`config.mk`:
```
export PLATFORM = sky130hd
export DESIGN_NAME = glyph_atlas_shelf_packer
export DESIGN_NICKNAME = d
export VERILOG_FILES = /design/src/rtl/gasp_pkg.sv /design/src/rtl/glyph_atlas_shelf_packer.sv /design/src/rtl/gasp_ctrl.sv /design/src/rtl/gasp_dpath.sv
export VERILOG_INCLUDE_DIRS = /design/src /design/src/rtl
export SDC_FILE = /design/constraint.sdc
export NUM_CORES = 1
export LEC_CHECK = 0
export BUFFER_PORTS_ARGS = -buffer_cell sky130_fd_sc_hd__buf_2
export CAP_MARGIN = 15
export CORE_MARGIN = 5
export CORE_UTILIZATION = 45
export CTS_BUF_LIST = sky130_fd_sc_hd__clkbuf_16
export DETAILED_ROUTE_END_ITERATION = 6
export PLACE_DENSITY = 0.72
export SLEW_MARGIN = 20
export SYNTH_ARGS = -nofsm -noshare
export SYNTH_HDL_FRONTEND = slang
export SYNTH_SLANG_ARGS = --single-unit
```
`constraint.sdc`:
```
create_clock -name clock -period 11.45 [get_ports clock]
set_input_delay 0.5725 -clock clock [delete_from_list [all_inputs] [get_ports clock]]
set_output_delay 0.5725 -clock clock [all_outputs]
set_load 0.005 [all_outputs]
```
`src/rtl/assert_macros.svh`:
```
// Assertion wrappers for the glyph atlas shelf packer.
`ifndef ASSERT_MACROS_SVH
`define ASSERT_MACROS_SVH
`ifndef SYNTHESIS
`define GASP_ASSERT(lbl, clk, rst, prop) \
   lbl: assert property (@(posedge clk) disable iff (rst) prop) \
      else $error("gasp assertion failed");
`define GASP_ASSERT_NR(lbl, clk, prop) \
   lbl: assert property (@(posedge clk) prop) \
      else $error("gasp assertion failed");
`else
`define GASP_ASSERT(lbl, clk, rst, prop)
`define GASP_ASSERT_NR(lbl, clk, prop)
`endif
`endif

```
`src/rtl/gasp_pkg.sv`:
```
`timescale 1ns / 1ps
`default_nettype none
package gasp_pkg;

   localparam int START_SIZE_DEF = 256;
   localparam int GROW_BOUND_DEF = 10;
   localparam int GROW_LIMIT_RST = 10;

   localparam int SIZE_CAP = 16384;
   localparam int POS_MAX  = 16383;

   localparam int GLYPH_W  = 12;
   localparam int POS_W    = 14;
   localparam int DIM_W    = 15;
   localparam int GROW_W   = 4;

   localparam int REQ_DATA_W = 24;
   localparam int RSP_DATA_W = 64;

   typedef struct packed {
      logic capture;
      logic place;
      logic grow;
      logic new_row;
      logic fail;
      logic load_out;
   } dp_cmd_type;

   typedef struct packed {
      logic failed;
      logic fit;
      logic need_grow;
      logic grow_ok;
   } dp_status_type;

endpackage
`default_nettype wire

```
`src/rtl/glyph_atlas_shelf_packer.sv`:
```
`timescale 1ns / 1ps
`default_nettype none
// Channel  Dir  Ports                  Contents
// req      in   req_tvalid/tready      tuser: new_font; tdata: glyph size
// rsp      out  rsp_tvalid/tready      tuser: placed; tdata: position, atlas size
// csr      in   csr_wr_en/csr_wr_data  grow_limit
//
// One transaction at a time: an accept step in the idle state, then one fit/grow/new-row
// decision per cycle in the datapath step loop, then a load of the output register.
// Steps per glyph: at most one new row, one per applied grow, one to place or fail,
// so 1 to 12 steps per transaction.
// The next transaction is accepted while a result waits in the output register;
// a second result holds in the output state until the first is taken.
// Reset is synchronous, active high; no clearing pass.
module glyph_atlas_shelf_packer #(
   parameter int START_SIZE = gasp_pkg::START_SIZE_DEF,
   parameter int GROW_BOUND = gasp_pkg::GROW_BOUND_DEF
) (
   input  wire                              clock,
   input  wire                              reset,
   input  wire                              req_tvalid,
   output logic                             req_tready,
   // [11:0] glyph_width, [23:12] glyph_height
   input  wire  [gasp_pkg::REQ_DATA_W-1:0]  req_tdata,
   // [0] new_font
   input  wire                              req_tuser,
   output logic                             rsp_tvalid,
   input  wire                              rsp_tready,
   // [13:0] pos_x, [27:14] pos_y, [42:28] atlas_width_now,
   // [57:43] atlas_height_now, [63:58] zero
   output logic [gasp_pkg::RSP_DATA_W-1:0]  rsp_tdata,
   // [0] placed
   output logic                             rsp_tuser,
   input  wire                              csr_wr_en,
   input  wire  [gasp_pkg::GROW_W-1:0]      csr_wr_data
);
   import gasp_pkg::*;

   dp_cmd_type    cmd;
   dp_status_type st;

   gasp_ctrl u_ctrl (
      .clock      (clock),
      .reset      (reset),
      .req_tvalid (req_tvalid),
      .req_tready (req_tready),
      .rsp_tvalid (rsp_tvalid),
      .rsp_tready (rsp_tready),
      .st         (st),
      .cmd        (cmd)
   );

   gasp_dpath #(
      .START_SIZE (START_SIZE),
      .GROW_BOUND (GROW_BOUND)
   ) u_dpath (
      .clock       (clock),
      .reset       (reset),
      .req_tdata   (req_tdata),
      .req_tuser   (req_tuser),
      .csr_wr_en   (csr_wr_en),
      .csr_wr_data (csr_wr_data),
      .cmd         (cmd),
      .st          (st),
      .rsp_tdata   (rsp_tdata),
      .rsp_tuser   (rsp_tuser)
   );

endmodule
`default_nettype wire

```
`src/rtl/gasp_ctrl.sv`:
```
`timescale 1ns / 1ps
`default_nettype none
`include "assert_macros.svh"
module gasp_ctrl (
   input  wire                    clock,
   input  wire                    reset,
   input  wire                    req_tvalid,
   output logic                   req_tready,
   output logic                   rsp_tvalid,
   input  wire                    rsp_tready,
   input  gasp_pkg::dp_status_type st,
   output gasp_pkg::dp_cmd_type   cmd
);
   import gasp_pkg::*;

   localparam logic [1:0] S_IDLE = 2'd0;
   localparam logic [1:0] S_STEP = 2'd1;
   localparam logic [1:0] S_OUT  = 2'd2;

   logic [1:0] state_ff, state_in;
   logic       rsp_tvalid_ff, rsp_tvalid_in;

   always_comb begin
      cmd      = '0;
      state_in = state_ff;
      unique case (state_ff)
         S_IDLE: begin
            if (req_tvalid) begin
               cmd.capture = 1'b1;
               state_in    = S_STEP;
            end
         end
         S_STEP: begin
            priority if (st.failed) begin
               cmd.fail = 1'b1;
               state_in = S_OUT;
            end else if (st.fit) begin
               cmd.place = 1'b1;
               state_in  = S_OUT;
            end else if (st.need_grow) begin
               cmd.grow = 1'b1;
               if (!st.grow_ok) begin
                  cmd.fail = 1'b1;
                  state_in = S_OUT;
               end
            end else begin
               cmd.new_row = 1'b1;
            end
         end
         S_OUT: begin
            if (!rsp_tvalid_ff || rsp_tready) begin
               cmd.load_out = 1'b1;
               state_in     = S_IDLE;
            end
         end
         default: begin
            state_in = S_IDLE;
         end
      endcase
   end

   always_comb begin
      if (cmd.load_out) begin
         rsp_tvalid_in = 1'b1;
      end else if (rsp_tready) begin
         rsp_tvalid_in = 1'b0;
      end else begin
         rsp_tvalid_in = rsp_tvalid_ff;
      end
   end

   always_ff @(posedge clock) begin
      if (reset) begin
         state_ff      <= S_IDLE;
         rsp_tvalid_ff <= 1'b0;
      end else begin
         state_ff      <= state_in;
         rsp_tvalid_ff <= rsp_tvalid_in;
      end
   end

   assign req_tready = (state_ff == S_IDLE);
   assign rsp_tvalid = rsp_tvalid_ff;

   `GASP_ASSERT(a_accept_to_step, clock, reset, (state_ff == S_IDLE && req_tvalid) |=> state_ff == S_STEP)
   `GASP_ASSERT(a_load_sets_valid, clock, reset, cmd.load_out |=> rsp_tvalid_ff)
   `GASP_ASSERT_NR(a_valid_from_out, clock, $rose(rsp_tvalid_ff) |-> $past(state_ff == S_OUT))

endmodule
`default_nettype wire

```
`src/rtl/gasp_dpath.sv`:
```
`timescale 1ns / 1ps
`default_nettype none
`include "assert_macros.svh"
module gasp_dpath #(
   parameter int START_SIZE = gasp_pkg::START_SIZE_DEF,
   parameter int GROW_BOUND = gasp_pkg::GROW_BOUND_DEF
) (
   input  wire                                 clock,
   input  wire                                 reset,
   input  wire  [gasp_pkg::REQ_DATA_W-1:0]     req_tdata,
   input  wire                                 req_tuser,
   input  wire                                 csr_wr_en,
   input  wire  [gasp_pkg::GROW_W-1:0]         csr_wr_data,
   input  gasp_pkg::dp_cmd_type                cmd,
   output gasp_pkg::dp_status_type             st,
   output logic [gasp_pkg::RSP_DATA_W-1:0]     rsp_tdata,
   output logic                                rsp_tuser
);
   import gasp_pkg::*;

   localparam logic [DIM_W-1:0]  START_V  = DIM_W'(START_SIZE);
   localparam logic [DIM_W-1:0]  HALF_CAP = DIM_W'(SIZE_CAP / 2);
   localparam logic [DIM_W-1:0]  CAP_V    = DIM_W'(SIZE_CAP);
   localparam logic [DIM_W-1:0]  POS_MAXV = DIM_W'(POS_MAX);
   localparam logic [GROW_W-1:0] BOUND_V  = GROW_W'(GROW_BOUND);
   localparam logic [GROW_W-1:0] GROW_SAT = '1;

   logic [GROW_W-1:0]  limit_ff;
   logic [GLYPH_W-1:0] w_ff, h_ff;
   logic [DIM_W-1:0]   cur_x_ff, cur_y_ff, row_x_ff, width_ff, height_ff;
   logic [GLYPH_W-1:0] row_h_ff;
   logic [GROW_W-1:0]  grows_ff;
   logic               failed_ff;
   logic               res_placed_ff;
   logic [POS_W-1:0]   res_x_ff, res_y_ff;
   logic [RSP_DATA_W-1:0] rsp_tdata_ff;
   logic               rsp_tuser_ff;

   logic [DIM_W-1:0]   mx, my, dim;
   logic [GROW_W-1:0]  lim, grow_n;
   logic               to_right, capped;

   always_comb begin
      mx       = cur_x_ff + DIM_W'(w_ff);
      my       = cur_y_ff + DIM_W'(h_ff);
      lim      = (limit_ff < BOUND_V) ? limit_ff : BOUND_V;
      grow_n   = (grows_ff == GROW_SAT) ? GROW_SAT : grows_ff + GROW_W'(1);
      to_right = ~grows_ff[0];
      dim      = to_right ? width_ff : height_ff;
      capped   = dim > HALF_CAP;
      st.failed    = failed_ff;
      st.fit       = (mx <= width_ff) && (my <= height_ff);
      st.need_grow = (my > height_ff) || (cur_x_ff == row_x_ff);
      st.grow_ok   = !capped && (grow_n <= lim);
   end

   always_ff @(posedge clock) begin
      if (reset) begin
         limit_ff <= GROW_W'(GROW_LIMIT_RST);
      end else if (csr_wr_en) begin
         limit_ff <= csr_wr_data;
      end
   end

   always_ff @(posedge clock) begin
      if (reset) begin
         cur_x_ff  <= '0;
         cur_y_ff  <= '0;
         row_x_ff  <= '0;
         row_h_ff  <= '0;
         width_ff  <= START_V;
         height_ff <= START_V;
         grows_ff  <= '0;
         failed_ff <= 1'b0;
      end else if (cmd.capture) begin
         if (req_tuser) begin
            cur_x_ff  <= '0;
            cur_y_ff  <= '0;
            row_x_ff  <= '0;
            row_h_ff  <= '0;
            width_ff  <= START_V;
            height_ff <= START_V;
            grows_ff  <= '0;
            failed_ff <= 1'b0;
         end
      end else begin
         if (cmd.place) begin
            cur_x_ff <= mx;
            if (h_ff > row_h_ff) begin
               row_h_ff <= h_ff;
            end
         end
         if (cmd.new_row) begin
            cur_y_ff <= cur_y_ff + DIM_W'(row_h_ff);
            cur_x_ff <= row_x_ff;
            row_h_ff <= '0;
         end
         if (cmd.grow) begin
            grows_ff <= grow_n;
            if (!capped) begin
               row_h_ff <= '0;
               if (to_right) begin
                  row_x_ff <= width_ff;
                  cur_x_ff <= width_ff;
                  cur_y_ff <= '0;
                  width_ff <= {width_ff[DIM_W-2:0], 1'b0};
               end else begin
                  row_x_ff  <= '0;
                  cur_x_ff  <= '0;
                  cur_y_ff  <= height_ff;
                  height_ff <= {height_ff[DIM_W-2:0], 1'b0};
               end
            end
         end
         if (cmd.fail) begin
            failed_ff <= 1'b1;
         end
      end
   end

   always_ff @(posedge clock) begin
      if (cmd.capture) begin
         w_ff <= req_tdata[GLYPH_W-1:0];
         h_ff <= req_tdata[2*GLYPH_W-1:GLYPH_W];
      end
      if (cmd.place) begin
         res_placed_ff <= 1'b1;
         res_x_ff <= (cur_x_ff > POS_MAXV) ? POS_W'(POS_MAX) : cur_x_ff[POS_W-1:0];
         res_y_ff <= (cur_y_ff > POS_MAXV) ? POS_W'(POS_MAX) : cur_y_ff[POS_W-1:0];
      end else if (cmd.fail) begin
         res_placed_ff <= 1'b0;
         res_x_ff      <= '0;
         res_y_ff      <= '0;
      end
      if (cmd.load_out) begin
         rsp_tuser_ff <= res_placed_ff;
         rsp_tdata_ff <= {(RSP_DATA_W - 2*POS_W - 2*DIM_W)'(0),
                          height_ff, width_ff, res_y_ff, res_x_ff};
      end
   end

   assign rsp_tdata = rsp_tdata_ff;
   assign rsp_tuser = rsp_tuser_ff;

   `GASP_ASSERT(a_cursor_x_in, clock, reset, cur_x_ff <= width_ff)
   `GASP_ASSERT(a_cursor_y_in, clock, reset, cur_y_ff <= height_ff)
   `GASP_ASSERT(a_place_not_failed, clock, reset, cmd.place |-> !failed_ff)
   `GASP_ASSERT(a_width_range, clock, reset, width_ff >= START_V && width_ff <= CAP_V)

endmodule
`default_nettype wire
```
# After elaboration in Yosys (flattened, before gate mapping)
# Cells that the tools add are included.
[op_classes] addsub=4 order_cmp=9 n_eq_ne=11 n_mux=67 n_reduce_logical=18
[ops] cell="2-to-1 mux 15 bit" n=25
[ops] cell="2-to-1 mux 12 bit" n=7
[ops] cell="2-to-1 mux 14 bit" n=5
[ops] cell="adder 15 x 12 -> 15 bit" n=3
[ops] cell="> comparator 15 x 14 -> 1 bit, second input constant" n=3
[ops] cell="<= comparator 15 bit" n=2
[ops] cell="2-to-1 mux 4 bit" n=6
[ops] cell="== test 15 bit" n=1
[ops] cell="> comparator 15 bit" n=1
[ops] cell="2-to-1 mux 1 bit" n=15
[ops] cell="> comparator 12 bit" n=1
[ops] cell="2-to-1 mux 2 bit" n=6
[ops] cell="AND reduction 4 bit" n=3
[ops] cell="nonzero test 2 bit" n=5
[ops] cell="!= test 2 bit, second input constant" n=4
[ops] cell="!= test 4 x 3 -> 1 bit, second input constant" n=2
[ops] cell="2-to-1 mux 3 bit" n=2
[ops] cell="one-hot mux 2 bit (3 select lines)" n=1
[ops] cell="adder 4 x 1 -> 4 bit, second input constant" n=1
[ops] cell="== test 4 bit, second input constant" n=1
[ops] cell="<= comparator 4 bit" n=1
[ops] cell="< comparator 4 bit, second input constant" n=1
[ops] cell="AND reduction 2 bit" n=2
[ops] cell="AND reduction 3 bit" n=1
[ops] cell="7 further kinds" n=10
[word_totals] reg_bits=211 elab_cells=127

# Longest topological paths before layout
[depth] word_depth=14 ltp_mapped=23

# Modules after synthesis
# Synthesis repeated with hierarchy kept, for this count alone.
[unflattened] cells_unflattened=894 area_unflattened_um2=9327.7
[modules_own_cells] mod="gasp_dpath" n_inst=1 cells_per_inst=871 area_each_um2=9120.0 seq_area_each_um2=4314.1
[modules_own_cells] mod="gasp_ctrl" n_inst=1 cells_per_inst=23 area_each_um2=207.7 seq_area_each_um2=60.1

# Least setup slack after synthesis
# Ideal clock, no wire load.
[synth_timing] kind="register to register" start="register u_dpath.h_ff[0]" end="register u_dpath.res_x_ff[0], enable pin" t_arrival_ps=5222 required_time_ps=11065 slack_ps=5843 path_stages_with_launch=22 path_buffers=2 synth_period_minus_slack_ps=5607 cell_sequence="edfxtp_1 -> ha_1 -> fa_1 -> a211oi_1 -> o21a_1 -> o21ai_0 -> a21oi_1 -> nor2b_1 -> o21a_1 -> o41ai_1 -> nor2_1 -> xnor2_1 -> ha_1 -> nor4bb_1 -> o2111ai_1 -> nor4_1 -> o2111ai_1 -> o21ai_0 -> o211ai_1 -> clkbuf_1 -> buf_1 -> nand2_1"
[synth_via] elab_chain_len=8
[synth_lines] element="start, declared" line="gasp_dpath.sv:29" text="logic [GLYPH_W-1:0] w_ff, h_ff;"
[synth_lines] element="start signal, assigned" line="gasp_dpath.sv:124" text="h_ff <= req_tdata[2*GLYPH_W-1:GLYPH_W];"
[synth_lines] element="adder 15 x 12 -> 15 bit *" line="gasp_dpath.sv:45" text="my = cur_y_ff + DIM_W'(h_ff);"
[synth_lines] element="> comparator 15 bit" line="gasp_dpath.sv:53" text="st.need_grow = (my > height_ff) || (cur_x_ff == row_x_ff);"
[synth_lines] element="logical OR 1 bit" line="gasp_dpath.sv:53"
[synth_lines] element="2-to-1 mux 1 bit" line="gasp_ctrl.sv:40" text="end else if (st.need_grow) begin"
[synth_lines] element="2-to-1 mux 3 bit" line="gasp_ctrl.sv:37" text="end else if (st.fit) begin"
[synth_lines] element="2-to-1 mux 1 bit" line="gasp_ctrl.sv:34" text="priority if (st.failed) begin"
[synth_lines] element="2-to-1 mux 4 bit *" line="gasp_ctrl.sv:26" text="unique case (state_ff)"
[synth_lines] element="nonzero test 2 bit (no line) *"
[synth_lines] element="end signal, assigned" line="gasp_dpath.sv:128" text="res_x_ff <= (cur_x_ff > POS_MAXV) ? POS_W'(POS_MAX) : cur_x_ff[POS_W-1:0];"
[synth_lines] element="end, declared" line="gasp_dpath.sv:35" text="logic [POS_W-1:0] res_x_ff, res_y_ff;"
# Mark *: on every way between the ends. The rest lies on a longest branch, timed or not.
# A chain may end at the register's enable or synchronous reset.

# Final worst setup path
[layout_timing] start="register u_dpath.h_ff[0]" end="register u_dpath.row_h_ff[6]"
[layout_via] elab_chain_len=11
[layout_lines] element="adder 15 x 12 -> 15 bit" line="gasp_dpath.sv:45"
[layout_lines] element="<= comparator 15 bit or > comparator 15 bit (tied branches)" line="gasp_dpath.sv:52, gasp_dpath.sv:53"
[layout_lines] element="logical AND 1 bit or logical OR 1 bit (tied branches)" line="gasp_dpath.sv:52, gasp_dpath.sv:53"
[layout_lines] element="2-to-1 mux 1 bit, on equally long branches" line="gasp_ctrl.sv:37, gasp_ctrl.sv:40"
[layout_lines] element="2-to-1 mux 3 bit, on equally long branches" line="gasp_ctrl.sv:34, gasp_ctrl.sv:37"
[layout_lines] element="2-to-1 mux 4 bit or 2-to-1 mux 3 bit (tied branches)" line="gasp_ctrl.sv:26, gasp_ctrl.sv:34"
[layout_lines] element="2-to-1 mux 12 bit or 2-to-1 mux 4 bit (tied branches)" line="gasp_dpath.sv:87, gasp_ctrl.sv:26"
[layout_lines] element="2-to-1 mux 12 bit" line="gasp_dpath.sv:93" text="if (cmd.new_row) begin"
[layout_lines] element="2-to-1 mux 12 bit" line="gasp_dpath.sv:100" text="if (!capped) begin"
[layout_lines] element="2-to-1 mux 12 bit *" line="gasp_dpath.sv:98" text="if (cmd.grow) begin"
[layout_lines] element="2-to-1 mux 12 bit *" line="gasp_dpath.sv:75" text="end else if (cmd.capture) begin"
[layout_lines] element="end signal, assigned" line="gasp_dpath.sv:80" text="row_h_ff <= '0;"
[layout_lines] element="end signal, assigned" line="gasp_dpath.sv:96" text="row_h_ff <= '0;"
[layout_lines] element="end signal, assigned" line="gasp_dpath.sv:101" text="row_h_ff <= '0;"
[layout_lines] element="end, declared" line="gasp_dpath.sv:31" text="logic [GLYPH_W-1:0] row_h_ff;"
# Marked as above.

==> results.yml <==
final_layout:
  layout_common_cells: "nor2_1 (106), edfxtp_1 (95), buf_2 (78)"
  fillers: 1737
  multiInputGateArea_um2: 4182
  area.growth.synth_to_final_pct: 13.38
  seqCellArea_um2: 4374
  drive_above_1_share_pct: 15.05
  final_area_um2: 10090
  final_common_cell: "nor2_1"
  final_util_pct: 51.87
  fin_nets: 1028
  antenna_cells: 0
run:
  maxCapViolations: 0
grt:
  grt_pass1_vias: 6276
  grt_pass1_wl_mm: 32.69
  grt_use_total_pct: 18.22
  grt_max_degree: 42
  antenna_found_initial: 0
  grt_overflow: 0
die:
  io_pins: 101
  std_cell_rows: 51
  core-area_um2: 19460
  design.die.area_um2: 22700
  start_util_pct: 45.75
  die_width_um: 150.7
  die_h_um: 150.7
placed_design:
  place_congestion: 0.9313
  port_buffers: 78
  place_area_um2: 9485
  place_hpwl_mm: 14.70
drt:
  vias: 6625
  wire_per_inst_um: 16.69
  ant_nets: 0
  dr_wl_met3_mm: 1.349
  drcViolationCount: 0
  totalWireLength_mm: 20.06
  firstDrtPassIters: 6
  routed_via_density: 5.512
  met2WireLength_mm: 8.961
  dr.max_layer_used: "met4"
  drt_iter0_drc: 551
  wl_met1_mm: 9.312
sta:
  slew-limit-headroom_pct: 37.04
  tns_ns: 0
  fin_crit_ns: 6.568
  slew_viol_final: 0
  rsz0062_at_grt: "no"
  setup_viol: 0
  hold_viol: 0
  fin_skew_ns: 0.01274
  period_share_pct: 57.36
  worst_pin_slew_ns: 0.9409
  fmax_mhz: 152.3
synthesis:
  synth-async-reset-ratio_pct: 0
  synth_top_family_by_area: "compound AO/OA/AOI/OAI gates"
  syn_area_um2: 8904
  synth.distinct_cells: 77
  synth_area_per_cell_um2: 10.54
  netlist_instances: 845
  synthAdderAreaFrac_pct: 10.09
  yosysSeqAreaShare_pct: 49.13
  synthMuxAreaShare_pct: 1.237
  synth-edff-count: 95
  synth_compound_area_share_pct: 17.64
  synth_simple_gate_area_share_pct: 13.62
  synthFlopType: "edfxtp_1"
  synth-seq-cells: 171
  synth_xor_area_share_pct: 3.345
  yosysWarnings: 0
clocking:
  cts_max_path_buffers: 2
  cts_sinks: 171
  clk_latency_ns: 0.44
  cts_resized: 0
  cts-root-buf: "clkbuf_16"
  cts_buffers: 17
  ctsHoldBuffers: 0
  clk_pin_slew_worst_paths_ns: 0.07
  cts_setup_buffers: 0
  cts_tree: "done"
  htreeDepth: 4
setup_path:
  cp.arrival_ns: 6.89
  startpoint_type: "flop"
  worstSetupEndpointType: "flop"
  path_class: "reg -> reg"
  crit_path_max_fanout: 25
  worstPathRequired_ns: 11.77
outcome:
  outcome: "completed"
power:
  peakVddDrop_mv: 0.1360
  total_leakage_power_nw: 3.905
  p_per_area_nw_per_um2: 186.9
min_path:
  hold_path_class: "in -> reg"
## routing by layer
metal / global-route usage [%] / up-vias
met1: 25.44 / 3097
met3: 3.672 / 26
met2: 28.37 / 241
met5: 0 / -
li1: - / 3261
met4: 6.210 / 0
## area by class of cell
cell class / count / area share [%]
clock buffer: 17 / 4.214
clock inverter: 15 / 1.797
inverter: 44 / 1.636
multi-input combinational: 606 / 41.42
sequential: 171 / 43.33
tap: 265 / 3.285
timing repair buffer: 84 / 4.313
## cells in the mapped netlist (9+ instances only)
cell type | n | share of area, %
dfxtp_1 | 76 | 17
ha_1 | 67 | 9.4
inv_1 | 43 | 1.8
mux2i_1 | 11 | 1.2
a21oi_1 | 59 | 3.3
a22oi_1 | 12 | 1.0
xor2_1 | 12 | 1.2
buf_4 | 22 | 1.9
nand4_1 | 9 | 0.63
o21ai_0 | 31 | 1.7
clkbuf_1 | 15 | 0.63
a21o_1 | 9 | 0.76
xnor2_1 | 22 | 2.2
nor2b_1 | 12 | 0.84
nand2_1 | 29 | 1.2
a22o_1 | 32 | 3.1
o21a_1 | 10 | 0.84
nor2_1 | 106 | 4.5
edfxtp_1 | 95 | 32
nand3_1 | 16 | 0.90
nor3_1 | 21 | 1.2
or3_1 | 13 | 0.91
## cell families after synthesis
kind of cell	Yosys count
compound gates	220
xor+xnor	34
fa+ha+maj	70
buf+inv	89
flops	171
mux	11
other cells	1
simple gates	249
## final timing paths
path / end / slack [ns] / startpoint / cells past startpoint
max: u_dpath.row_h_ff[6] / 4.88 / u_dpath.h_ff[0] / 21
min: u_dpath.w_ff[3] / 0.31 / req_tdata[3] / 1
max reg2reg: u_dpath.row_h_ff[6] / 4.88 / u_dpath.h_ff[0] / 21
min reg2reg: u_dpath.rsp_tdata[17] / 0.42 / u_dpath.res_y_ff[3] / 0
## sequential cells by signal, indices dropped and copies added (netlist names), 2 cells and up
signal,flops
u_dpath.w_ff,12
u_dpath.row_x_ff,7
u_dpath.rsp_tdata,42
u_dpath.res_y_ff,14
u_dpath.limit_ff,4
u_dpath.cur_y_ff,15
u_dpath.row_h_ff,12
u_dpath.h_ff,12
u_dpath.width_ff,7
u_dpath.cur_x_ff,15
u_dpath.height_ff,7
u_dpath.grows_ff,4
u_ctrl.state_ff,2
u_dpath.res_x_ff,14
## per-stage QoR
stage | setup WS, ns | hold slack, ns | power [mW] | cells
2_1_floorplan | 5.843 | 0.4003 | 1.176 | 866
3_3_place_gp | 5.016 | 0.4022 | 1.302 | 1170
3_5_place_dp | 4.812 | 0.4045 | 1.310 | 1170
4_1_cts | 4.783 | 0.2981 | 1.895 | 1202
5_1_grt | 4.235 | 0.2963 | 1.993 | 1202
6_report | 4.882 | 0.3082 | 1.886 | 1202
## power by group
part / leakage, nW / internal (mW) / switching, mW
logic: 2.12 / 0.185 / 0.322
registers: 1.49 / 0.744 / 0.0541
clock network: 0.291 / 0.312 / 0.269
## worst max-delay path, stage by stage (launching register included)
cell	delay (ns)
edfxtp_1	0.41
ha_1	0.24
fa_1	0.41
a211oi_1	0.38
o21a_1	0.20
o21ai_0	0.09
a21oi_1	0.23
nor2b_1	0.08
o21a_1	0.18
o41ai_1	0.43
nor2_1	0.12
xnor2_1	0.15
ha_1	0.29
nor4bb_1	0.20
o2111ai_1	0.15
nor4_1	0.21
o2111ai_1	0.23
o21a_1	0.28
or4_1	0.91
o211ai_1	0.51
o21ai_1	0.44
a22o_1	0.29
(Power assumes the default switching activity.)
